**src/rtl/core/dfr_pkg.sv**
```systemverilog
// Shared types, constants and CRC helpers of the framed packet deframer.
`timescale 1ns / 1ps
`default_nettype none

package dfr_pkg;

   localparam int MAX_FRAME_BYTES_DEF = 56;
   localparam int MIN_LEN             = 13;
   localparam int WRAP_LEN            = 8;
   localparam int QUEUE_DEPTH         = 4;

   localparam logic [7:0]  CRC8_INIT  = 8'h77;
   localparam logic [7:0]  CRC8_POLY  = 8'h8C;
   localparam logic [15:0] CRC16_INIT = 16'h3692;
   localparam logic [15:0] CRC16_POLY = 16'h8408;
   localparam logic [7:0]  LEN_HI_MASK = 8'h03;

   localparam logic [7:0] WRAP_MAGIC [4] = '{8'h55, 8'hCC, 8'h30, 8'h75};

   // register indexes of the csr port
   localparam logic [1:0] CSR_START_BYTE = 2'd0;
   localparam logic [1:0] CSR_VERSION    = 2'd1;
   localparam logic [1:0] CSR_ENVELOPE   = 2'd2;

   typedef enum logic [2:0] {
      ST_IDLE,
      ST_START,
      ST_WALK,
      ST_EMIT_RD,
      ST_EMIT_WR
   } state_type;

   typedef enum logic [1:0] {
      VD_NONE,
      VD_WAIT,
      VD_DROP,
      VD_FRAME
   } verdict_type;

   typedef struct packed {
      logic [7:0] start_byte;
      logic [5:0] protocol_version;
      logic       envelope_mode;
   } cfg_type;

   typedef struct packed {
      logic [7:0]  frame_byte;
      logic        first_flag;
      logic        last_flag;
      logic [15:0] drop_total;
   } result_type;

   typedef struct packed {
      logic        busy;
      logic [15:0] drop_count;
   } status_type;

   function automatic logic [7:0] crc8_upd(input logic [7:0] c, input logic [7:0] d);
      logic [7:0] r;
      r = c ^ d;
      for (int b = 0; b < 8; b++) begin
         r = r[0] ? ((r >> 1) ^ CRC8_POLY) : (r >> 1);
      end
      return r;
   endfunction

   function automatic logic [15:0] crc16_upd(input logic [15:0] c, input logic [7:0] d);
      logic [15:0] r;
      r = c ^ {8'h00, d};
      for (int b = 0; b < 8; b++) begin
         r = r[0] ? ((r >> 1) ^ CRC16_POLY) : (r >> 1);
      end
      return r;
   endfunction

endpackage

`default_nettype wire

```
**src/rtl/core/dfr_ram.sv**
```systemverilog
// Generic single write, single read RAM with registered read data.
`timescale 1ns / 1ps
`default_nettype none

module dfr_ram #(
   parameter int WIDTH = 8,
   parameter int DEPTH = 64
) (
   input  wire logic                     clock,
   input  wire logic                     wr_en,
   input  wire logic [$clog2(DEPTH)-1:0] wr_addr,
   input  wire logic [WIDTH-1:0]         wr_data,
   input  wire logic [$clog2(DEPTH)-1:0] rd_addr,
   output logic      [WIDTH-1:0]         rd_data
);

   logic [WIDTH-1:0] mem_ff [DEPTH];

   always_ff @(posedge clock) begin
      if (wr_en) begin
         mem_ff[wr_addr] <= wr_data;
      end
      rd_data <= mem_ff[rd_addr];
   end

endmodule

`default_nettype wire

```
**src/rtl/core/dfr_front.sv**
```systemverilog
// Front end: byte buffer, frame scanner with CRC checks, frame byte streaming.
`timescale 1ns / 1ps
`default_nettype none

module dfr_front #(
   parameter int MAX_FRAME_BYTES = dfr_pkg::MAX_FRAME_BYTES_DEF
) (
   input  wire logic                clock,
   input  wire logic                reset,
   input  wire logic                req_valid,
   output logic                     req_ready,
   input  wire logic [7:0]          req_rx_byte,
   input  wire dfr_pkg::cfg_type    cfg,
   output logic                     push_valid,
   input  wire logic                push_ready,
   output dfr_pkg::result_type      push_data,
   output dfr_pkg::status_type      status
);

   localparam int BUF = dfr_pkg::WRAP_LEN + MAX_FRAME_BYTES;
   localparam int AW  = $clog2(BUF);
   localparam int FW  = $clog2(BUF + 1);

   dfr_pkg::state_type   state_ff, state_in;
   dfr_pkg::verdict_type verdict;

   logic [AW-1:0] head_ff, head_in;
   logic [FW-1:0] fill_ff, fill_in;
   logic [15:0]   cnt_ff, cnt_in;
   logic [FW-1:0] proc_ff, proc_in;
   logic [9:0]    eidx_ff, eidx_in;
   logic [7:0]    crc8_ff, crc8_in;
   logic [15:0]   crc16_ff, crc16_in;
   logic [9:0]    flen_ff, flen_in;
   logic [5:0]    ver_ff, ver_in;
   logic [15:0]   elen_ff, elen_in;
   logic          z6_ff, z6_in;
   logic [7:0]    crclo_ff, crclo_in;

   logic          accept;
   logic          ram_we;
   logic [AW-1:0] ram_waddr, ram_raddr;
   logic [7:0]    rd_data;
   logic [FW-1:0] rd_idx;
   logic [FW-1:0] off, total, kidx;
   logic          env, in_wrap, emit_last;

   function automatic logic [AW-1:0] wrap_add(input logic [AW-1:0] h, input logic [FW-1:0] i);
      logic [FW:0] s;
      s = (FW+1)'(h) + (FW+1)'(i);
      if (s >= (FW+1)'(BUF)) begin
         s = s - (FW+1)'(BUF);
      end
      return AW'(s);
   endfunction

   assign env       = cfg.envelope_mode;
   assign off       = env ? FW'(dfr_pkg::WRAP_LEN) : '0;
   assign total     = off + FW'(flen_ff);
   assign in_wrap   = env && (proc_ff < FW'(dfr_pkg::WRAP_LEN));
   assign kidx      = proc_ff - off;
   assign emit_last = (eidx_ff == flen_ff - 10'd1);
   assign accept    = req_valid && req_ready;

   dfr_ram #(.WIDTH(8), .DEPTH(BUF)) u_buf (
      .clock   (clock),
      .wr_en   (ram_we),
      .wr_addr (ram_waddr),
      .wr_data (req_rx_byte),
      .rd_addr (ram_raddr),
      .rd_data (rd_data)
   );

   // classify the byte at proc_ff
   always_comb begin
      verdict = dfr_pkg::VD_NONE;
      if (state_ff == dfr_pkg::ST_WALK) begin
         if (in_wrap) begin
            if (proc_ff < FW'(4) && rd_data != dfr_pkg::WRAP_MAGIC[proc_ff[1:0]]) begin
               verdict = dfr_pkg::VD_DROP;
            end else if (proc_ff == FW'(7)) begin
               if (!z6_ff || rd_data != 8'h00 || elen_ff < 16'(dfr_pkg::MIN_LEN) ||
                   elen_ff > 16'(MAX_FRAME_BYTES)) begin
                  verdict = dfr_pkg::VD_DROP;
               end else if (16'(fill_ff) - 16'(dfr_pkg::WRAP_LEN) < elen_ff) begin
                  verdict = dfr_pkg::VD_WAIT;
               end
            end else if (proc_ff + FW'(1) == fill_ff) begin
               verdict = dfr_pkg::VD_WAIT;
            end
         end else if (kidx == '0) begin
            if (rd_data != cfg.start_byte) begin
               verdict = dfr_pkg::VD_DROP;
            end else if (!env && fill_ff < FW'(4)) begin
               verdict = dfr_pkg::VD_WAIT;
            end
         end else if (kidx == FW'(3)) begin
            if (rd_data != crc8_ff || ver_ff != cfg.protocol_version ||
                flen_ff < 10'(dfr_pkg::MIN_LEN) || flen_ff > 10'(MAX_FRAME_BYTES) ||
                (env && 16'(flen_ff) != elen_ff)) begin
               verdict = dfr_pkg::VD_DROP;
            end else if (!env && 16'(fill_ff) < 16'(flen_ff)) begin
               verdict = dfr_pkg::VD_WAIT;
            end
         end else if (kidx > FW'(3) && 16'(kidx) == 16'(flen_ff) - 16'd1) begin
            if (crc16_ff != {rd_data, crclo_ff}) begin
               verdict = dfr_pkg::VD_DROP;
            end else begin
               verdict = dfr_pkg::VD_FRAME;
            end
         end
      end
   end

   // datapath next values
   always_comb begin
      head_in  = head_ff;
      fill_in  = fill_ff;
      cnt_in   = cnt_ff;
      proc_in  = proc_ff;
      eidx_in  = eidx_ff;
      crc8_in  = crc8_ff;
      crc16_in = crc16_ff;
      flen_in  = flen_ff;
      ver_in   = ver_ff;
      elen_in  = elen_ff;
      z6_in    = z6_ff;
      crclo_in = crclo_ff;
      case (state_ff)
         dfr_pkg::ST_IDLE: begin
            if (accept && fill_ff < FW'(BUF)) begin
               fill_in = fill_ff + FW'(1);
            end
         end
         dfr_pkg::ST_START: begin
            proc_in = '0;
         end
         dfr_pkg::ST_WALK: begin
            proc_in = proc_ff + FW'(1);
            if (in_wrap) begin
               case (proc_ff[2:0])
                  3'd4:    elen_in[7:0]  = rd_data;
                  3'd5:    elen_in[15:8] = rd_data;
                  3'd6:    z6_in         = (rd_data == 8'h00);
                  default: ;
               endcase
            end else begin
               if (kidx == '0) begin
                  crc8_in  = dfr_pkg::crc8_upd(dfr_pkg::CRC8_INIT, rd_data);
                  crc16_in = dfr_pkg::crc16_upd(dfr_pkg::CRC16_INIT, rd_data);
               end else if (kidx < FW'(3)) begin
                  crc8_in  = dfr_pkg::crc8_upd(crc8_ff, rd_data);
                  crc16_in = dfr_pkg::crc16_upd(crc16_ff, rd_data);
               end else if (16'(kidx) + 16'd2 < 16'(flen_ff)) begin
                  crc16_in = dfr_pkg::crc16_upd(crc16_ff, rd_data);
               end
               if (kidx == FW'(1)) begin
                  flen_in[7:0] = rd_data;
               end
               if (kidx == FW'(2)) begin
                  flen_in[9:8] = rd_data[1:0] & dfr_pkg::LEN_HI_MASK[1:0];
                  ver_in       = rd_data[7:2];
               end
               if (kidx > FW'(3) && 16'(kidx) + 16'd2 == 16'(flen_ff)) begin
                  crclo_in = rd_data;
               end
            end
            case (verdict)
               dfr_pkg::VD_DROP: begin
                  head_in = wrap_add(head_ff, FW'(1));
                  fill_in = fill_ff - FW'(1);
                  if (cnt_ff != 16'hFFFF) begin
                     cnt_in = cnt_ff + 16'd1;
                  end
               end
               dfr_pkg::VD_FRAME: eidx_in = '0;
               default: ;
            endcase
         end
         dfr_pkg::ST_EMIT_WR: begin
            if (push_ready) begin
               if (emit_last) begin
                  head_in = wrap_add(head_ff, total);
                  fill_in = fill_ff - total;
               end else begin
                  eidx_in = eidx_ff + 10'd1;
               end
            end
         end
         default: ;
      endcase
   end

   // next state
   always_comb begin
      state_in = state_ff;
      case (state_ff)
         dfr_pkg::ST_IDLE: begin
            if (accept) begin
               state_in = dfr_pkg::ST_START;
            end
         end
         dfr_pkg::ST_START: state_in = dfr_pkg::ST_WALK;
         dfr_pkg::ST_WALK: begin
            case (verdict)
               dfr_pkg::VD_WAIT:  state_in = dfr_pkg::ST_IDLE;
               dfr_pkg::VD_DROP:  state_in = (fill_ff == FW'(1)) ? dfr_pkg::ST_IDLE
                                                                 : dfr_pkg::ST_START;
               dfr_pkg::VD_FRAME: state_in = dfr_pkg::ST_EMIT_RD;
               default:           state_in = dfr_pkg::ST_WALK;
            endcase
         end
         dfr_pkg::ST_EMIT_RD: state_in = dfr_pkg::ST_EMIT_WR;
         dfr_pkg::ST_EMIT_WR: begin
            if (push_ready) begin
               if (!emit_last) begin
                  state_in = dfr_pkg::ST_EMIT_RD;
               end else if (fill_ff == total) begin
                  state_in = dfr_pkg::ST_IDLE;
               end else begin
                  state_in = dfr_pkg::ST_START;
               end
            end
         end
         default: state_in = dfr_pkg::ST_IDLE;
      endcase
   end

   // outputs and buffer port control
   always_comb begin
      req_ready = (state_ff == dfr_pkg::ST_IDLE);
      ram_we    = (state_ff == dfr_pkg::ST_IDLE) && req_valid && (fill_ff < FW'(BUF));
      ram_waddr = wrap_add(head_ff, fill_ff);
      case (state_ff)
         dfr_pkg::ST_WALK:    rd_idx = proc_ff + FW'(1);
         dfr_pkg::ST_EMIT_RD,
         dfr_pkg::ST_EMIT_WR: rd_idx = off + FW'(eidx_ff);
         default:             rd_idx = '0;
      endcase
      ram_raddr             = wrap_add(head_ff, rd_idx);
      push_valid            = (state_ff == dfr_pkg::ST_EMIT_WR);
      push_data.frame_byte  = rd_data;
      push_data.first_flag  = (eidx_ff == 10'd0);
      push_data.last_flag   = emit_last;
      push_data.drop_total  = cnt_ff;
      status.busy           = (state_ff != dfr_pkg::ST_IDLE);
      status.drop_count     = cnt_ff;
   end

   always_ff @(posedge clock) begin
      if (reset) begin
         state_ff <= dfr_pkg::ST_IDLE;
         head_ff  <= '0;
         fill_ff  <= '0;
         cnt_ff   <= '0;
      end else begin
         state_ff <= state_in;
         head_ff  <= head_in;
         fill_ff  <= fill_in;
         cnt_ff   <= cnt_in;
      end
   end

   always_ff @(posedge clock) begin
      proc_ff  <= proc_in;
      eidx_ff  <= eidx_in;
      crc8_ff  <= crc8_in;
      crc16_ff <= crc16_in;
      flen_ff  <= flen_in;
      ver_ff   <= ver_in;
      elen_ff  <= elen_in;
      z6_ff    <= z6_in;
      crclo_ff <= crclo_in;
   end

endmodule

`default_nettype wire

```
**src/rtl/core/dfr_queue.sv**
```systemverilog
// Result queue between the scanner and the result channel.
`timescale 1ns / 1ps
`default_nettype none

module dfr_queue (
   input  wire logic                 clock,
   input  wire logic                 reset,
   input  wire logic                 push_valid,
   output logic                      push_ready,
   input  wire dfr_pkg::result_type  push_data,
   output logic                      pop_valid,
   input  wire logic                 pop_ready,
   output dfr_pkg::result_type       pop_data
);

   localparam int DEPTH = dfr_pkg::QUEUE_DEPTH;
   localparam int PW    = $clog2(DEPTH);
   localparam int CW    = $clog2(DEPTH + 1);

   dfr_pkg::result_type entry_ff [DEPTH];
   logic [PW-1:0] wr_ptr_ff, wr_ptr_in;
   logic [PW-1:0] rd_ptr_ff, rd_ptr_in;
   logic [CW-1:0] count_ff, count_in;
   logic          push, pop;

   assign push_ready = (count_ff != CW'(DEPTH));
   assign pop_valid  = (count_ff != '0);
   assign pop_data   = entry_ff[rd_ptr_ff];
   assign push       = push_valid && push_ready;
   assign pop        = pop_valid && pop_ready;

   always_comb begin
      wr_ptr_in = wr_ptr_ff;
      rd_ptr_in = rd_ptr_ff;
      count_in  = count_ff;
      if (push) begin
         wr_ptr_in = (wr_ptr_ff == PW'(DEPTH - 1)) ? '0 : wr_ptr_ff + PW'(1);
      end
      if (pop) begin
         rd_ptr_in = (rd_ptr_ff == PW'(DEPTH - 1)) ? '0 : rd_ptr_ff + PW'(1);
      end
      if (push && !pop) begin
         count_in = count_ff + CW'(1);
      end else if (pop && !push) begin
         count_in = count_ff - CW'(1);
      end
   end

   always_ff @(posedge clock) begin
      if (reset) begin
         wr_ptr_ff <= '0;
         rd_ptr_ff <= '0;
         count_ff  <= '0;
      end else begin
         wr_ptr_ff <= wr_ptr_in;
         rd_ptr_ff <= rd_ptr_in;
         count_ff  <= count_in;
      end
   end

   always_ff @(posedge clock) begin
      if (push) begin
         entry_ff[wr_ptr_ff] <= push_data;
      end
   end

endmodule

`default_nettype wire

```
**src/rtl/core/crc_framed_packet_deframer.sv**
```systemverilog
// Top level of the CRC framed packet deframer: csr registers, scanner, result queue.
//
//  channel | direction | transfer when          | payload
//  req     | in        | req_valid & req_ready  | rx_byte
//  rsp     | out       | rsp_valid & rsp_ready  | frame_byte, first/last flag, drop_total
//  csr     | in        | csr_valid & csr_ready  | index, data (always ready)
//
// Scanning: after a req transfer the scanner passes a start state, then reads the buffer
//   bytes in order from the head and rescans after each drop; a found frame streams with
//   a read and a write state per byte, as the frame buffer has a single read port.
// Reset: synchronous; clears fill, head, drop counter and csr registers.
// Stalls: rsp backpressure fills the 4-entry queue, then holds the scanner.
`timescale 1ns / 1ps
`default_nettype none

module crc_framed_packet_deframer #(
   parameter int MAX_FRAME_BYTES = dfr_pkg::MAX_FRAME_BYTES_DEF
) (
   input  wire logic        clock,
   input  wire logic        reset,
   input  wire logic        req_valid,
   output logic             req_ready,
   input  wire logic [7:0]  req_rx_byte,
   output logic             rsp_valid,
   input  wire logic        rsp_ready,
   output logic [7:0]       rsp_frame_byte,
   output logic             rsp_first_flag,
   output logic             rsp_last_flag,
   output logic [15:0]      rsp_drop_total,
   input  wire logic        csr_valid,
   output logic             csr_ready,
   input  wire logic [1:0]  csr_index,
   input  wire logic [7:0]  csr_data
);

   dfr_pkg::cfg_type    cfg_ff, cfg_in;
   dfr_pkg::result_type push_data, pop_data;
   dfr_pkg::status_type status;
   logic                push_valid, push_ready;

   assign csr_ready = 1'b1;

   // csr write decode; writes are to be issued only while the block is idle (the block does not enforce this)
   always_comb begin
      cfg_in = cfg_ff;
      if (csr_valid) begin
         case (csr_index)
            dfr_pkg::CSR_START_BYTE: cfg_in.start_byte       = csr_data;
            dfr_pkg::CSR_VERSION:    cfg_in.protocol_version = csr_data[5:0];
            dfr_pkg::CSR_ENVELOPE:   cfg_in.envelope_mode    = csr_data[0];
            default: ;
         endcase
      end
   end

   always_ff @(posedge clock) begin
      if (reset) begin
         cfg_ff.start_byte       <= 8'h55;
         cfg_ff.protocol_version <= 6'd1;
         cfg_ff.envelope_mode    <= 1'b0;
      end else begin
         cfg_ff <= cfg_in;
      end
   end

   // scanner: buffers bytes, checks frames, streams good frames
   dfr_front #(.MAX_FRAME_BYTES(MAX_FRAME_BYTES)) u_front (
      .clock       (clock),
      .reset       (reset),
      .req_valid   (req_valid),
      .req_ready   (req_ready),
      .req_rx_byte (req_rx_byte),
      .cfg         (cfg_ff),
      .push_valid  (push_valid),
      .push_ready  (push_ready),
      .push_data   (push_data),
      .status      (status)
   );

   // queue decouples result delivery from scanning
   dfr_queue u_queue (
      .clock      (clock),
      .reset      (reset),
      .push_valid (push_valid),
      .push_ready (push_ready),
      .push_data  (push_data),
      .pop_valid  (rsp_valid),
      .pop_ready  (rsp_ready),
      .pop_data   (pop_data)
   );

   assign rsp_frame_byte = pop_data.frame_byte;
   assign rsp_first_flag = pop_data.first_flag;
   assign rsp_last_flag  = pop_data.last_flag;
   assign rsp_drop_total = pop_data.drop_total;

`ifndef SYNTHESIS
   // an accepted byte always starts a scan
   a_accept_busy: assert property (@(posedge clock) disable iff (reset)
      (req_valid && req_ready) |=> status.busy)
      else $error("scanner not busy after byte transfer");

   // drop counter never goes backward
   a_drop_mono: assert property (@(posedge clock) disable iff (reset)
      !$past(reset) |-> (status.drop_count >= $past(status.drop_count)))
      else $error("drop counter decreased");
`endif

endmodule

`default_nettype wire
```
**config.mk**
```make
export PLATFORM = sky130hd
export DESIGN_NAME = crc_framed_packet_deframer
export DESIGN_NICKNAME = d
export VERILOG_FILES = /design/src/rtl/core/dfr_pkg.sv /design/src/rtl/core/dfr_ram.sv /design/src/rtl/core/dfr_front.sv /design/src/rtl/core/dfr_queue.sv /design/src/rtl/core/crc_framed_packet_deframer.sv
export SDC_FILE = /design/constraint.sdc
export NUM_CORES = 1
export LEC_CHECK = 0
export BUFFER_PORTS_ARGS = -buffer_cell sky130_fd_sc_hd__buf_4
export CAP_MARGIN = 30
export CORE_ASPECT_RATIO = 0.75
export CORE_MARGIN = 1
export CORE_UTILIZATION = 55
export DETAILED_ROUTE_END_ITERATION = 6
export GPL_TIMING_DRIVEN = 0
export HOLD_SLACK_MARGIN = 0.06
export PLACE_DENSITY = 0.69
export SLEW_MARGIN = 20
export SYNTH_ARGS = -nofsm -noshare
export SYNTH_HDL_FRONTEND = slang
export SYNTH_SLANG_ARGS = --single-unit
export TNS_END_PERCENT = 20
```
**constraint.sdc**
```tcl
create_clock -name clock -period 5.1 [get_ports clock]
set_input_delay 0.765 -clock clock [delete_from_list [all_inputs] [get_ports clock]]
set_output_delay 0.765 -clock clock [all_outputs]
set_load 0.01 [all_outputs]
```
## Word level (Yosys, flattened, before mapping)

Memories as Yosys holds them, arrays and structs flattened. A register that Yosys moved wholly into a read port is not among the register bits.
Index checks and enable logic that the tools add are counted.

- $add $sub $neg: 25
- Order comparisons: 18
- Equality and inequality tests: 39
- Multiplexer cells: 92
- Bitwise gates (word level): 38
- Reductions and logical operators: 54

Operators with widths:

| cell | count |
|---|---|
| 16-bit two-way mux | 19 |
| 8-bit two-way mux | 20 |
| 2-bit inverter with 3-bit output | 32 |
| 6-bit two-way mux | 7 |
| 10-bit two-way mux | 3 |
| 2-bit two-way mux | 14 |
| 7-bit two-way mux | 4 |
| 7-bit case mux with 2 select lines | 2 |
| 3-bit AND reduction | 9 |
| 6-bit by 7-bit adder with 8-bit output | 3 |
| 8-bit by 7-bit greater-or-equal comparator with 1-bit output (second input constant) | 3 |
| 8-bit inequality test | 3 |
| 6-bit by 1-bit subtractor with 6-bit output (second input constant) | 4 |
| 7-bit case mux with 3 select lines | 1 |
| 10-bit case mux with 2 select lines | 1 |
| 16-bit by 1-bit adder with 16-bit output (second input constant) | 1 |
| 8-bit binary-select mux with 2-bit select | 1 |
| 16-bit by 10-bit equality test with 1-bit output | 1 |
| 7-bit by 16-bit equality test with 1-bit output | 1 |
| 16-bit by 6-bit greater-than comparator with 1-bit output (second input constant) | 1 |
| 16-bit by 10-bit < comparator with 1-bit output | 1 |
| 16-bit < comparator | 1 |
| 16-bit by 4-bit < comparator with 1-bit output (second input constant) | 1 |
| 10-bit by 16-bit inequality test with 1-bit output | 1 |
| 66 further kinds | 132 |

- Register bits after elaboration: 136
- RAM bits: 616
- Bits of input ports: 23
- Output and inout port bits: 29
- Logic and storage cells: 289
- Memories: 2

Memories:

| memory | depth | width | rd ports | clocked after Yosys merged registers in | wr ports | RTL line | RTL |
|---|---|---|---|---|---|---|---|
| u_front.u_buf.mem_ff | 64 | 8 | 1 | 1 | 1 | dfr_ram.sv:17 | `logic [WIDTH-1:0] mem_ff [DEPTH];` |
| u_queue.entry_ff | 4 | 26 | 1 | 1 | 1 | dfr_queue.sv:20 | `dfr_pkg::result_type entry_ff [DEPTH];` |

## Longest topological paths before layout

Gate-level depths: netlist of run 1.

- Depth in word-level cells: 20
- Mapped depth: 22
- Depth with buffers taken out: 20

## Modules after synthesis

Synthesis of run 1 repeated with hierarchy kept, for this count alone.

- Cells, all modules: 2168
- Area total of the unflattened synthesis: 34170.3 µm²

By module, submodules not included:

| module | times used | cells each | area each (µm²) | seq. area each (µm²) |
|---|---|---|---|---|
| dfr_ram | 1 | 919 | 20135.6 | 15534.9 |
| dfr_front | 1 | 999 | 9150.0 | 3103.0 |
| dfr_queue | 1 | 184 | 4225.3 | 3303.2 |
| crc_framed_packet_deframer | 1 | 66 | 659.4 | 300.3 |

## Least setup slack after synthesis of run 1

Ideal clock, no wire load.

- Path type: flip-flop to flip-flop
- Start point: reg u_front.fill_ff[3]
- End point: reg u_front.cnt_ff[12]
- Setup time: 128 ps
- Data arrival time: 4433 ps
- Required time: 4972 ps
- Setup slack: 539 ps
- Stages on the path, launching flop included: 23
- Buffers on the path: 2
- Clock period less this slack: 4561 ps
- Cell sequence: dfxtp_1 -> clkbuf_1 -> inv_1 -> ha_1 -> or3b_2 -> inv_1 -> ha_1 -> o21a_1 -> o21bai_1 -> a21oi_1 -> o21ai_0 -> a21oi_1 -> a2111oi_0 -> o21ai_0 -> ha_1 -> nand2_1 -> or3_1 -> clkbuf_1 -> a41oi_1 -> nand3_1 -> or3_1 -> xor2_1 -> nor2_1

- Word-level cells in the longest chain between the ends: 10
- Elaborated cells between the ends (all ways): 22
- Those cells by class: add/sub (1); order compare (3); eq/ne (2); mux (13); reduce/logical (3)

Ends and longest elaborated chain:

| item | RTL line | RTL |
|---|---|---|
| from (decl) | dfr_front.sv:28 | `logic [FW-1:0] fill_ff, fill_in;` |
| from (signal assigned) | dfr_front.sv:259 | `fill_ff <= fill_in;` |
| 7-bit by 4-bit subtractor with 8-bit output or 7-bit by 10-bit < comparator with 1-bit output (tied branches) | dfr_front.sv:85, dfr_front.sv:102 |  |
| 16-bit < comparator or 1-bit logical AND (tied branches) | dfr_front.sv:85, dfr_front.sv:102 |  |
| 1-bit two-way mux (on tied branches) | dfr_front.sv:85, dfr_front.sv:102 |  |
| 2-bit two-way mux (on tied branches) | dfr_front.sv:82, dfr_front.sv:98 |  |
| 2-bit two-way mux (on tied branches) | dfr_front.sv:81, dfr_front.sv:97 |  |
| 2-bit two-way mux (on tied branches) | dfr_front.sv:79, dfr_front.sv:91 |  |
| 2-bit two-way mux (*) | dfr_front.sv:78 | `if (in_wrap) begin` |
| 2-bit two-way mux (*) | dfr_front.sv:77 | `if (state_ff == dfr_pkg::ST_WALK) begin` |
| 2-bit equality test (*) | dfr_front.sv:168 | `case (verdict)` |
| 3-bit AND reduction (no line) (*) | - |  |
| to (signal assigned) | dfr_front.sv:260 | `cnt_ff <= cnt_in;` |
| to (decl) | dfr_front.sv:29 | `logic [15:0] cnt_ff, cnt_in;` |

Every way passes the cells marked *; elsewhere a longest branch is shown, timed or not.
A chain may end at the register's enable or synchronous reset.

## Worst setup path after layout of run 1

- Start point: reg u_front.proc_ff[1]
- End point: reg u_front.u_buf.rd_data[7] (read register of u_front.u_buf.mem_ff)

- Word-level cells in the longest chain between the ends: 5
- Elaborated cells between the ends (all ways): 6
- Those cells by class: add/sub (3); order compare (1); mux (2)

Ends and longest elaborated chain:

| item | RTL line | RTL |
|---|---|---|
| from (decl) | dfr_front.sv:30 | `logic [FW-1:0] proc_ff, proc_in;` |
| from (signal assigned) | dfr_front.sv:265 | `proc_ff <= proc_in;` |
| 7-bit by 1-bit adder with 7-bit output (*) | dfr_front.sv:235 | `dfr_pkg::ST_WALK: rd_idx = proc_ff + FW'(1);` |
| 7-bit case mux with 2 select lines (*) | dfr_front.sv:234 | `case (state_ff)` |
| 6-bit by 7-bit adder with 8-bit output (*) | dfr_front.sv:50 | `s = (FW+1)'(h) + (FW+1)'(i);` |
| 8-bit by 7-bit greater-or-equal comparator with 1-bit output or 6-bit by 1-bit subtractor with 6-bit output (tied branches) | dfr_front.sv:51, dfr_front.sv:52 |  |
| 6-bit two-way mux (*) | dfr_front.sv:51 | `if (s >= (FW+1)'(BUF)) begin` |
| to (decl) | dfr_ram.sv:14 | `output logic [WIDTH-1:0] rd_data` |

Marked as above.

==> results of run 1 <==
worst max path at each step:
stage	start	depth (start not counted)	to	slack, ps
finish	u_front.proc_ff[1]$_SDFFCE_PN0P_	13	u_front.u_buf.rd_data[7]$_DFF_P_	180
global route	u_front.proc_ff[1]$_SDFFCE_PN0P_	13	u_front.u_buf.rd_data[6]$_DFF_P_	-0.02
CTS	u_front.state_ff[2]$_SDFFE_PP0P_	12	u_front.u_buf.rd_data[6]$_DFF_P_	30
detailed placement	u_front.proc_ff[0]$_SDFFCE_PN0P_	14	u_front.u_buf.rd_data[5]$_DFF_P_	-1160
global placement	u_front.proc_ff[0]$_SDFFCE_PN0P_	14	u_front.u_buf.rd_data[6]$_DFF_P_	-1110
floorplan	u_front.fill_ff[3]$_SDFFE_PP0P_	22	u_front.cnt_ff[12]$_SDFFE_PP0P_	540
cell families (layout without fill, tap and decap cells):
logic type      count (synthesis)  count (layout)  synth area share (%)
flops                         762             762                  65.9
simple gates                  436             436                  6.43
compound gates                212             212                  4.24
mux                           212             212                  13.2
xor+xnor                      199             199                  5.25
buf+inv                       157             361                  1.82
fa+ha+maj                      81              81                  3.11
other cells                     1               1                0.0111
state kept, by name, summed over array words and instances, names as in the netlist, named ones only:
register	cells
u_front.proc_ff	7
u_front.crclo_ff	8
u_front.u_buf.mem_ff	512
u_front.crc8_ff	8
u_front.eidx_ff	10
u_queue.entry_ff	104
u_front.fill_ff	7
u_queue.count_ff	3
u_front.head_ff	6
u_front.ver_ff	6
u_front.state_ff	3
u_front.crc16_ff	16
u_queue.rd_ptr_ff	2
u_queue.wr_ptr_ff	2
u_front.u_buf.rd_data	8
u_front.flen_ff	10
u_front.elen_ff	16
cfg_ff	15
u_front.cnt_ff	16
u_front.z6_ff	1
placed cells by master, fill, tap and decap left out, types with 8 or more instances in the layout:
master,netlist,final
edfxtp_1,698,698
mux4_2,186,186
nor2_1,166,166
xnor2_1,104,101
xor2_1,93,93
ha_1,75,75
clkbuf_16,0,75
nand2_1,74,74
buf_4,2,70
dfxtp_1,64,63
clkbuf_1,63,57
a21oi_1,57,56
inv_1,57,53
o21ai_0,39,38
mux2i_1,24,24
nand3_1,24,23
nor4_1,20,19
nor3_1,19,18
nand4_1,18,18
buf_1,24,17
or3_1,18,17
nor2b_1,16,16
a211oi_1,16,16
clkbuf_2,0,14
and3_1,11,11
nand2b_1,11,11
clkinv_2,0,11
a31oi_1,11,10
or4_1,9,9
buf_2,9,8
clkinv_1,1,8
o22ai_1,8,8
clkinvlp_4,0,8
cell type report:
type / count / share of cell area [%]
Buffer: 95 / 1.16
Clock buffer: 93 / 5.25
Clock inverter: 39 / 1.17
Inverter: 58 / 0.573
Multi-Input combinational cell: 1141 / 29.0
Sequential cell: 762 / 58.6
Tap cell: 800 / 2.64
Timing Repair Buffer: 76 / 1.63
per-layer routing:
metal / up-vias / global-route usage, % / wire, µm
li1: 8357 / - / -
met1: 10000 / 44.4 / 37300
met2: 945 / 35.9 / 34000
met3: 130 / 6.02 / 8360
met4: 2 / 6.14 / 1630
met5: - / 0 / 8
critical path, stage by stage (launching register included):
cell,delay [ps]
edfxtp_1,570
inv_1,210
ha_1,450
mux2_2,310
nand2_1,60
o21ai_0,170
fa_1,570
clkbuf_2,370
buf_2,400
clkbuf_2,400
mux4_2,420
mux4_2,490
mux2i_1,190
a21oi_1,140
power by group:
part | switching, mW | internal, mW | total [mW]
logic | 1.40 | 1.07 | 2.47
registers | 0.223 | 7.07 | 7.29
clock network | 2.38 | 3.16 | 5.53
total | 4.00 | 11.3 | 15.3
stage by stage:
step / setup slack (ps) / utilization, % / hold WS (ps) / power [mW]
after CTS: 31.5 / 62.4 / 322 / 15.3
after floorplan: 539 / - / 454 / 8.96
final: 180 / 62.8 / 354 / 15.3
after global placement: -1110 / 58.0 / 463 / 9.76
after detailed placement: -1160 / 58.2 / 481 / 9.82
after global routing: -0.0240 / 62.8 / 341 / 15.8
timing repair:
action                                  4_1_cts  5_1_grt
cloned                                        0        0
hold buffers                                  0        0
buffers inserted                              5        9
resized for setup                            33       31
endpoints found under the setup margin       36       31
pin swaps                                     1        1
synth_stat cells, drive strengths merged (4+ instances only):
master  count  area, µm²
edfxtp    698      21000
mux4      186       4190
nor2      167        629
xnor2     104        911
xor2       93        815
ha         75        938
nand2      74        278
dfxtp      64       1280
clkbuf     63        236
a21oi      58        294
inv        57        214
o21ai      40        200
buf        36        161
mux2i      24        240
nand3      24        120
nor3       20        105
nor4       20        125
nand4      18        113
or3        18        113
a211oi     16        120
nor2b      16        100
a31oi      11       68.8
and2       11       71.3
and3       11       68.8
nand2b     11       68.8
or4         9       67.6
nor3b       8       60.1
o211ai      8       73.8
o22ai       8       50.1
and4        7       61.3
o21bai      7       52.6
o31ai       7       52.6
a21o        6       45.0
a211o       5       43.8
fa          5        100
nand4b      5       43.8
o21a        5       37.5
nand3b      4       30.0
or3b        4       35.0
==> qor_table.md, run 1 <==
| Quantity | Value |
| --- | --- |
| Number of synthesized flops with an enable pin | 698 |
| Period Utilization, post-route | 96.5% |
| Most instantiated flip-flop cell in the synthesis netlist | edfxtp_1 |
| CTS buffer count | 73 |
| FP Rows | 78 |
| Fill cell total of the finished layout | 4,293 |
| Clock tree from TritonCTS | built |
| Worst Clk Skew | 29.9 ps |
| Clock tree root buffer cell | clkbuf_16 |
| Maximum fanout encountered on the critical timing path | 10 |
| Initial Utilization | 55.7% |
| Run status | completed |
| Number of nets with antenna violations after routing | 0 |
| Cell depth of the worst hold path | 2 |
| 1st-pass router iterations | 5 |
| Footprint of the multi-input gates | 11,000 µm² |
| Final standard cell count with taps included and fillers excluded | 3,064 |
| Post-Synthesis Cells | 2,060 |
| Clock sink count | 762 |
| Reg-to-reg startpoint | u_front.proc_ff[1]$_SDFFCE_PN0P_ |
| Die extent in y | 216 µm |
| GRT Overall Usage | 26.8% |
| Reg2reg path depth | 13 |
| Final setup fails | 0 |
| Number of nets produced by synthesis | 2,163 |
| Clock latency of the later-clocked register in the worst-skew pair | 630 ps |
| Violation count after the first detailed-routing iteration | 2,398 |
| Number of distinct library cell variants in the gate-level netlist after synthesis | 84 |
| Maximum clock frequency | 0.203 GHz |
| Number of violations of the max-capacitance limit | 0 |
| Path type of the worst setup path | register to register |
| Die ar. | 62,300 µm² |
| Synth Warn # | 0 |
| First-pass GRT wire length | 122 mm |
| Share of flip-flops with an asynchronous set or reset after synthesis | 0% |
| Footprint of the flip-flops and latches | 22,200 µm² |
| RR Endpoint | u_front.u_buf.rd_data[7]$_DFF_P_ |
| Antenna Diode Count | 0 |
| Core outline area | 60,500 µm² |
| Kind of start point of the critical path | register |
| Synthesis-stage register bit count | 762 |
| Critical path required time | 5570 ps |
| Actual transition at the worst max-transition pin | 1050 ps |
| Maximum ir drop on the vdd rail | 351 µV |
| Avg Inst Size Synth | 16.4 µm² |
| Post-detailed-route wirelength per cell | 26.5 µm |
| Number of port buffers | 50 |
| Proportion of layout cells with a drive suffix above 1 | 20.1% |
| Max_slew headroom | 29.7% |
| Placement-stage cell area | 35,200 µm² |
| Vias in the first global route | 19,000 |
| DR vias/cell | 6.35 |
| Final-report max-slew violation count | 0 |
| Vias after detailed routing | 19,400 |
| Routability congestion estimate from global placement | 0.950 |
| Hold Path Origin | csr_data[6] |
| Pin count of the biggest net entering global routing | 65 |
| Post-synthesis instance area | 33,700 µm² |
| Area growth from synthesis to layout | 12.6% |
| Worst min-delay path endpoint | cfg_ff[13]$_SDFFE_PP1P_ |
| Number of placed cells counting well taps | 2,915 |
| Min Clock Period, post-route | 4920 ps |
| Placed wire-length estimate after detailed placement | 55.3 mm |
| Clock-pin slew reported for the worst setup and hold paths after clock tree synthesis | 70 ps |
| CTS H-tree lvls | 3 |
| Post-route cell area | 38,000 µm² |
| Wire length after detailed routing | 81.3 mm |
| Number of buffers between clock root and the deepest sink | 3 |
| Capturing element type of the critical path | register |
| Net count of the finished layout | 2,310 |
| Leakage | 12.4 nW |
| Horiz. Die Dim | 288 µm |
| Number of remaining DRC errors | 0 |
| Arrival time of the worst setup path | 5390 ps |
| Ports | 52 |
| Setup Total Neg Slack | 0 ps |
| Pwr dens | 403 nW/µm² |
| Final Hold Violating Endpoints | 0 |
| Setup slack of the most critical reg-to-reg path | 180 ps |
| Post-synthesis sequential area ratio | 65.9% |
| Aggregate global routing overflow | 0 |
| Min-Delay Path Class | primary input to register |
| Number of antenna violations at the first check in global routing | 1 |
(Power assumes the default switching activity.)
==> inputs of run 2 (changes only) <==
--- a/config.mk
+++ b/config.mk
@@ -8,12 +8,13 @@
 export BUFFER_PORTS_ARGS = -buffer_cell sky130_fd_sc_hd__buf_4
 export CAP_MARGIN = 30
+export CELL_PAD_IN_SITES_DETAIL_PLACEMENT = 1
+export CELL_PAD_IN_SITES_GLOBAL_PLACEMENT = 1
 export CORE_ASPECT_RATIO = 0.75
 export CORE_MARGIN = 1
-export CORE_UTILIZATION = 55
+export CORE_UTILIZATION = 54
 export DETAILED_ROUTE_END_ITERATION = 6
 export GPL_TIMING_DRIVEN = 0
 export HOLD_SLACK_MARGIN = 0.06
-export PLACE_DENSITY = 0.69
-export SLEW_MARGIN = 20
+export PLACE_DENSITY = 0.77
 export SYNTH_ARGS = -nofsm -noshare
 export SYNTH_HDL_FRONTEND = slang
==> constraint.sdc (replaced) <==
create_clock -name clock -period 5.1 [get_ports clock]
set_input_delay 0.51 -clock clock [delete_from_list [all_inputs] [get_ports clock]]
set_output_delay 0.51 -clock clock [all_outputs]
set_load 0.01 [all_outputs]
==> qor_table.md, run 2 (synthesis results as in run 1) <==
| Quantity | Value | Change |
| --- | --- | --- |
| Run status | completed |  |
| Number of buffers between clock root and the deepest sink | 3 | unchanged |
| Final setup fails | 0 | unchanged |
| Min-Delay Path Class | primary input to register |  |
| Critical path required time | 5570 ps | about the same |
| Violation count after the first detailed-routing iteration | 1,897 | -21% |
| Met1 Wirelength | 40.0 mm | +7.2% |
| Pwr dens | 405 nW/µm² | +0.61% |
| CTS buffer count | 73 | unchanged |
| Arrival time of the worst setup path | 5420 ps | +30 ps |
| Leading cell type in the layout, fill and taps excluded | edfxtp_1 |  |
| Core outline area | 61,100 µm² | +0.97% |
| FP Rows | 78 | unchanged |
| # hold bufs at CTS | 0 | unchanged |
| Placed wire-length estimate after detailed placement | 61.4 mm | +11% |
| Final-report max-slew violation count | 0 | unchanged |
| Post-detailed-route wirelength per cell | 29.5 µm | +11% |
| Final Hold Violating Endpoints | 0 | unchanged |
| Vias after detailed routing | 19,800 | +1.7% |
| Max_slew headroom | 30.6% | +0.85 points |
| Die ar. | 63,500 µm² | +1.8% |
| Max reg flops | 512 | unchanged |
| DR vias/cell | 6.47 | +2.0% |
| Met2 wirelength from detailed routing | 40.4 mm | +19% |
| Number of violations of the max-capacitance limit | 0 | unchanged |
| Min Clock Period, post-route | 4940 ps | +24.2 ps |
| Clock-pin slew reported for the worst setup and hold paths after clock tree synthesis | 70 ps | about the same |
| Die extent in y | 218 µm | +0.91% |
| Footprint of the flip-flops and latches | 22,200 µm² | unchanged |
| Number of port buffers | 50 | unchanged |
| Clock tree root buffer cell | clkbuf_16 |  |
| Post-route cell area | 37,900 µm² | -0.20% |
| Fill cell total of the finished layout | 5,412 | +26% |
| Commonest non-fill, non-tap cells in the layout | edfxtp_1 (698), mux4_2 (186), nor2_1 (165) |  |
| Ports | 52 | unchanged |
| Routed length on met3 | 7.98 mm | -4.7% |
| Horiz. Die Dim | 291 µm | +0.92% |
| Final Hold Slack | 90.1 ps | -264 ps |
| Unrepaired setup endpoints after global routing | false |  |
| Clock sink count | 762 | unchanged |
| GRT Overall Usage | 28.8% | +2.0 points |
| Kind of start point of the critical path | register |  |
| Registers with the most flip-flops | u_front.u_buf.mem_ff (512), u_queue.entry_ff (104) |  |
| Footprint of the multi-input gates | 11,000 µm² | +0.16% |
| Wire length after detailed routing | 90.1 mm | +11% |
| Number of nets with antenna violations after routing | 0 | unchanged |
| Number of antenna violations at the first check in global routing | 4 | +3 |
| Leakage | 12.4 nW | -0.22% |
| Number of remaining DRC errors | 0 | unchanged |
| Capturing element type of the critical path | register |  |
| Routability congestion estimate from global placement | 0.912 | -4.0% |
| Most flops, register | u_front.u_buf.mem_ff |  |
| Clock latency of the later-clocked register in the worst-skew pair | 630 ps | about the same |
| 1st-pass router iterations | 5 | unchanged |
| Net count of the finished layout | 2,302 | -0.35% |
| Antenna Diode Count | 0 | unchanged |
| Worst Clk Skew | 22.6 ps | -7.30 ps |
| Path type of the worst setup path | register to register |  |
| Proportion of layout cells with a drive suffix above 1 | 20.0% | -0.16 points |
| First-pass GRT wire length | 133 mm | +8.9% |
| Maximum clock frequency | 0.202 GHz | -0.49% |
| CTS H-tree lvls | 3 | unchanged |
| Initial Utilization | 55.2% | -0.53 points |
| Maximum ir drop on the vdd rail | 397 µV | +13% |
| Vias in the first global route | 20,200 | +6.7% |
| Worst setup slack after layout | 156 ps | -24.2 ps |
| Clock tree from TritonCTS | built |  |
| Maximum fanout encountered on the critical timing path | 10 | unchanged |
| Highest routed layer | met5 |  |
| Setup slack of the most critical reg-to-reg path | 160 ps | -20 ps |
| Sum of internal, switching and leakage power | 15.4 mW | +0.41% |
| Aggregate global routing overflow | 0 | unchanged |
| Period Utilization, post-route | 96.9% | +0.47 points |
| Placement-stage cell area | 35,200 µm² | about the same |
| Actual transition at the worst max-transition pin | 1030 ps | -18.4 ps |
| Worst slack at placement | -1220 ps | -56.6 ps |
| Area growth from synthesis to layout | 12.3% |  |
| Core Util, Final | 62.0% | -0.72 points |
| Pin count of the biggest net entering global routing | 65 | unchanged |
==> run 2: cell count changes in the layout (fill, tap and decap cells not counted), sizes merged <==
cell / delta
buf: +2
clkbuf: -11
clkdlybuf4s15: -1
clkdlybuf4s18: -1
clkinv: +8
clkinvlp: -3
inv: -1
==> run 2: cell type report <==
| class | count | share of cell area (%) |
|---|---|---|
| sequential | 762 | 58.7 |
| buffer | 94 | 1.11 |
| clock inverter | 43 | 1.20 |
| multi-input combinational | 1141 | 29.1 |
| inverter | 58 | 0.575 |
| timing repair buffer | 69 | 1.55 |
| tap | 800 | 2.64 |
| clock buffer | 90 | 5.12 |
==> run 2: path summary, 6_finish.rpt <==
| kind | start | endpoint | depth (start not counted) |
|---|---|---|---|
| hold reg to reg | cfg_ff[1]$_SDFFE_PP1P_ | cfg_ff[1]$_SDFFE_PP1P_ | 1 |
| setup / recovery | u_front.proc_ff[1]$_SDFFCE_PN0P_ | u_front.u_buf.rd_data[6]$_DFF_P_ | 13 |
| setup reg to reg | u_front.proc_ff[1]$_SDFFCE_PN0P_ | u_front.u_buf.rd_data[6]$_DFF_P_ | 13 |
| hold / removal | csr_data[6] | cfg_ff[13]$_SDFFE_PP1P_ | 2 |
==> run 2: critical path, stage by stage (launching register included) <==
cell	delay [ps]
edfxtp_1	580
inv_1	220
ha_1	450
mux2_2	300
nand2_1	60
o21ai_0	170
fa_1	580
buf_2	350
clkbuf_4	380
clkbuf_2	340
mux4_2	360
mux4_2	540
mux2i_1	260
a21oi_1	180
==> run 2: metal layers <==
layer | vias to the layer above | GRT usage [%]
met5 | - | 0
met4 | 4 | 7.04
met3 | 131 | 5.53
met2 | 895 | 43.0
met1 | 10400 | 44.0
li1 | 8339 | -
==> run 2: stage by stage <==
stage	instances	setup TNS (ps)
after floorplan	2060	0
after global placement	2910	-27090
after detailed placement	2915	-31510
after CTS	3047	0
after global routing	3057	0
final	3057	0
==> run 2: repair_timing <==
item                                    in CTS  in global routing
endpoints found under the setup margin      36                 28
pin swaps                                    1                  1
resized for setup                           40                 31
setup buffers                                3                  8
==> run 2: power breakdown <==
group	switching, mW	leakage, nW	internal, mW
Clock	2.41	1.17	3.09
Combinational	1.48	4.40	1.08
Sequential	0.229	6.83	7.07
Total	4.12	12.4	11.2
==> inputs of run 3 (changes only) <==
ABC_AREA = 1   (was unset)
CORE_UTILIZATION = 51   (was 54)
GPL_TIMING_DRIVEN = unset   (was 0)
PLACE_DENSITY = 0.78   (was 0.77)
==> qor_table.md, run 3 <==
| Quantity | Value | Change |
| --- | --- | --- |
| Most common cell in the netlist | edfxtp_1 |  |
| Maximum fanout encountered on the critical timing path | 80 | +70 |
| Final Hold Violating Endpoints | 0 | unchanged |
| Worst Clk Skew | 25.6 ps | +3.06 ps |
| Final-report max-slew violation count | 0 | unchanged |
| CTS H-tree lvls | 3 | unchanged |
| Number of violations of the max-capacitance limit | 0 | unchanged |
| Final setup fails | 0 | unchanged |
| Most instantiated flip-flop cell in the synthesis netlist | edfxtp_1 |  |
| Setup Total Neg Slack | 0 ps | unchanged |
| Final Hold Slack | 103 ps | +12.7 ps |
| Critical path required time | 5680 ps | +110 ps |
| Min Clock Period, post-route | 4730 ps | -218 ps |
| GRT Overall Usage | 30.3% | +1.4 points |
| Violation count after the first detailed-routing iteration | 2,662 | +40% |
| Max reg flops | 512 | unchanged |
| Ports | 52 | unchanged |
| Cell depth of the worst hold path | 3 | +1 |
| Number of antenna violations at the first check in global routing | 2 | -2 |
| Post-synthesis instance area | 34,900 µm² | +3.4% |
| Net count of the finished layout | 3,450 | +50% |
| # hold bufs at CTS | 0 | unchanged |
| Avg Inst Size Synth | 10.5 µm² | -36% |
| Number of port buffers | 50 | unchanged |
| Number of nets with antenna violations after routing | 0 | unchanged |
| Initial Utilization | 51.9% | -3.3 points |
| 1st-pass router iterations | 6 | +1 |
| Worst slack at placement | 516 ps | +1730 ps |
| Post-detailed-route wirelength per cell | 24.6 µm | -17% |
| Fill cell total of the finished layout | 7,101 | +31% |
| Placement-stage cell area | 36,200 µm² | +2.9% |
| Most flops, register | u_front.u_buf.mem_ff |  |
| Max_slew headroom | 34.0% | +3.4 points |
| Kind of start point of the critical path | register |  |
| Post-route cell area | 38,700 µm² | +2.0% |
| Wire length after detailed routing | 105 mm | +17% |
| Clock latency of the later-clocked register in the worst-skew pair | 640 ps | about the same |
| Maximum ir drop on the vdd rail | 281 µV | -29% |
| Die ar. | 69,500 µm² | +9.4% |
| Unrepaired setup endpoints after global routing | false |  |
| Number of nets produced by synthesis | 3,425 | +58% |
| Clock tree from TritonCTS | built |  |
| Footprint of the multi-input gates | 11,300 µm² | +2.8% |
| Commonest non-fill, non-tap cells in the layout | edfxtp_1 (698), nor2_1 (686), o21ai_0 (421) |  |
| Ranking of synthesized cells by instance count | edfxtp_1 (698), nor2_1 (690), o21ai_0 (421) |  |
| Vias after detailed routing | 25,900 | +31% |
| Number of buffers between clock root and the deepest sink | 3 | unchanged |
| Clock tree root buffer cell | clkbuf_16 |  |
| Worst setup slack after layout | 374 ps | +218 ps |
| RR Endpoint | u_front.u_buf.rd_data[0]$_DFF_P_ |  |
| Footprint of the flip-flops and latches | 22,200 µm² | about the same |
| Registers with the most flip-flops | u_front.u_buf.mem_ff (512), u_queue.entry_ff (104) |  |
| Path type of the worst setup path | register to register |  |
| Area growth from synthesis to layout | 10.8% |  |
| Clock sink count | 762 | unchanged |
| Post-Synthesis Cells | 3,322 | +61% |
| Period Utilization, post-route | 92.7% | -4.3 points |
| Pwr dens | 465 nW/µm² | +15% |
| Number of remaining DRC errors | 0 | unchanged |
| Post-synthesis sequential area ratio | 63.7% | -2.2 points |
| Critical-path cell list | inv_1, ha_1, inv_1, o22ai_1, fa_4, buf_12, o21ai_0, o21ai_0, nand2_1, nand2_1, nor2_1, nor3_1, o21ai_1, nand2_1 |  |
| Placed wire-length estimate after detailed placement | 67.4 mm | +9.8% |
| Leading cell type in the layout, fill and taps excluded | edfxtp_1 |  |
| DR vias/cell | 6.03 | -6.8% |
| Leakage | 13.7 nW | +11% |
| Most Frequent Cell on Critical Path | nand2_1 |  |
| Capturing element type of the critical path | register |  |
| Clock-pin slew reported for the worst setup and hold paths after clock tree synthesis | 60 ps | about the same |
| Post_cts resized | 0 | -100% |
| Pin count of the biggest net entering global routing | 176 | +170% |
| Aggregate global routing overflow | 0 | unchanged |
| CTS buffer count | 76 | +4.1% |
| Buffering stage count on the worst path with inverters included | 3 | -1 |
| Vias in the first global route | 26,700 | +32% |
| Dominant delay contributor by cell family on the critical path | adder cells |  |
| Cell types occupying the most area after synthesis | edfxtp_1 (60%), nor2_1 (7.4%), o21ai_0 (6.0%), nand2_1 (4.5%), dfxtp_1 (3.7%) |  |
| Post-synthesis cell type with the largest combined area | edfxtp_1 |  |
| Reg2reg path depth | 14 | +1 |
| Setup slack of the most critical reg-to-reg path | 370 ps | +220 ps |
| Arrival time of the worst setup path | 5300 ps | -120 ps |
| Horiz. Die Dim | 304 µm | +4.6% |
| FP Rows | 82 | +5.1% |
| Number of synthesized flops with an enable pin | 698 | unchanged |
| First-pass GRT wire length | 161 mm | +21% |
| Maximum clock frequency | 0.212 GHz | +4.6% |
| Hold Path Origin | csr_data[7] |  |
| Actual transition at the worst max-transition pin | 983 ps | -50.5 ps |
| Min-Delay Path Class | primary input to register |  |
| Share of flip-flops with an asynchronous set or reset after synthesis | 0% | unchanged |
| Die extent in y | 229 µm | +4.6% |
| Number of distinct library cell variants in the gate-level netlist after synthesis | 58 | -31% |
| Synthesis-stage register bit count | 762 | unchanged |
| Run status | completed |  |
| Routability congestion estimate from global placement | 0.910 | -0.22% |
| Proportion of layout cells with a drive suffix above 1 | 7.63% | -12 points |
| Cell type of the slowest stage on the worst timing path | fa_4 |  |
| Worst min-delay path endpoint | cfg_ff[14]$_SDFFE_PP0P_ |  |
| Area fraction of the dominant cell type after synthesis | 60.1% | -2.1 points |
| Synth Warn # | 0 | unchanged |
| Reg-to-reg startpoint | u_front.proc_ff[0]$_SDFFCE_PN0P_ |  |
| Core outline area | 67,200 µm² | +10% |
| Max incr delay on CP | 1260 ps | +680 ps |
-- run 3: cell types whose count changed after synthesis, sizes merged, moves of 65 or more --
cell / before / now
nand3: 24 / 133
o21ai: 40 / 456
xnor2: 104 / 39
nand2: 74 / 429
mux4: 186 / 0
inv: 57 / 191
nor2: 167 / 700
-- run 3: kinds of logic after synthesis --
logic type / after synthesis / synth area share (%)
AND/OR/NAND/NOR: 1350 / 15.9
flip-flops: 762 / 63.7
AO/OA/AOI/OAI: 671 / 10.6
buffers and inverters: 345 / 3.95
XOR/XNOR: 111 / 2.79
adder cells (fa/ha/maj): 80 / 2.98
multiplexers: 2 / 0.0610
other: 1 / 0.0107
-- run 3: worst reg2reg max path: stages (launching register included) --
cell	delay [ps]
edfxtp_1	590
inv_1	240
ha_1	360
inv_1	180
o22ai_1	190
fa_4	1260
buf_12	410
o21ai_0	270
o21ai_0	230
nand2_1	80
nand2_1	120
nor2_1	50
nor3_1	460
o21ai_1	130
nand2_1	90
-- run 3: worst max path at each step --
| stage | from | cells after the start | end | slack [ps] |
|---|---|---|---|---|
| after CTS | u_front.proc_ff[0]$_SDFFCE_PN0P_ | 14 | u_front.u_buf.rd_data[0]$_DFF_P_ | 460 |
| after global routing | u_front.proc_ff[0]$_SDFFCE_PN0P_ | 14 | u_front.u_buf.rd_data[0]$_DFF_P_ | 30 |
| after global placement | u_front.proc_ff[0]$_SDFFCE_PN0P_ | 14 | u_front.u_buf.rd_data[0]$_DFF_P_ | 600 |
| after floorplan | u_front.fill_ff[3]$_SDFFE_PP0P_ | 23 | u_front.fill_ff[2]$_SDFFE_PP0P_ | 1730 |
| after detailed placement | u_front.proc_ff[0]$_SDFFCE_PN0P_ | 14 | u_front.u_buf.rd_data[0]$_DFF_P_ | 520 |
| final | u_front.proc_ff[0]$_SDFFCE_PN0P_ | 14 | u_front.u_buf.rd_data[0]$_DFF_P_ | 370 |
-- run 3: repair_timing --
item                                    in CTS  in global routing
hold endpoints to repair                     0                  0
buffers inserted                             0                  0
endpoints found under the setup margin       0                  1
-- run 3: power breakdown --
group	internal, mW	switching, mW	leakage (nW)	total (mW)
combinational	1.52	3.42	5.84	4.94
clock	3.08	2.49	1.17	5.56
sequential	7.19	0.262	6.73	7.45
total	11.8	6.17	13.7	18.0
-- run 3: area by class of cell --
cell class | instances | area share, %
antenna | 1 | 0.00647
clock buffer | 103 | 5.34
clock inverter | 35 | 0.913
inverter | 194 | 1.90
multi-input combinational | 2215 | 29.3
sequential | 762 | 57.5
tap | 882 | 2.85
timing repair buffer | 98 | 2.13
-- run 3: per-layer routing --
| layer | track usage (%) | up-vias | part of all wire, % |
|---|---|---|---|
| li1 | - | 11600 | - |
| met1 | 43.7 | 13100 | 44 |
| met2 | 46.1 | 1037 | 45 |
| met3 | 7.05 | 181 | 8.7 |
| met4 | 7.79 | 2 | 2.4 |
| met5 | 0 | - | 0.014 |
-- run 3: per-stage QoR --
step,cells,utilization [%],power (mW)
2_1_floorplan,3322,-,10.5
3_3_place_gp,4147,53.9,12.1
3_5_place_dp,4150,53.9,12.4
4_1_cts,4288,57.5,17.9
5_1_grt,4289,57.5,18.7
6_report,4290,57.5,18.0
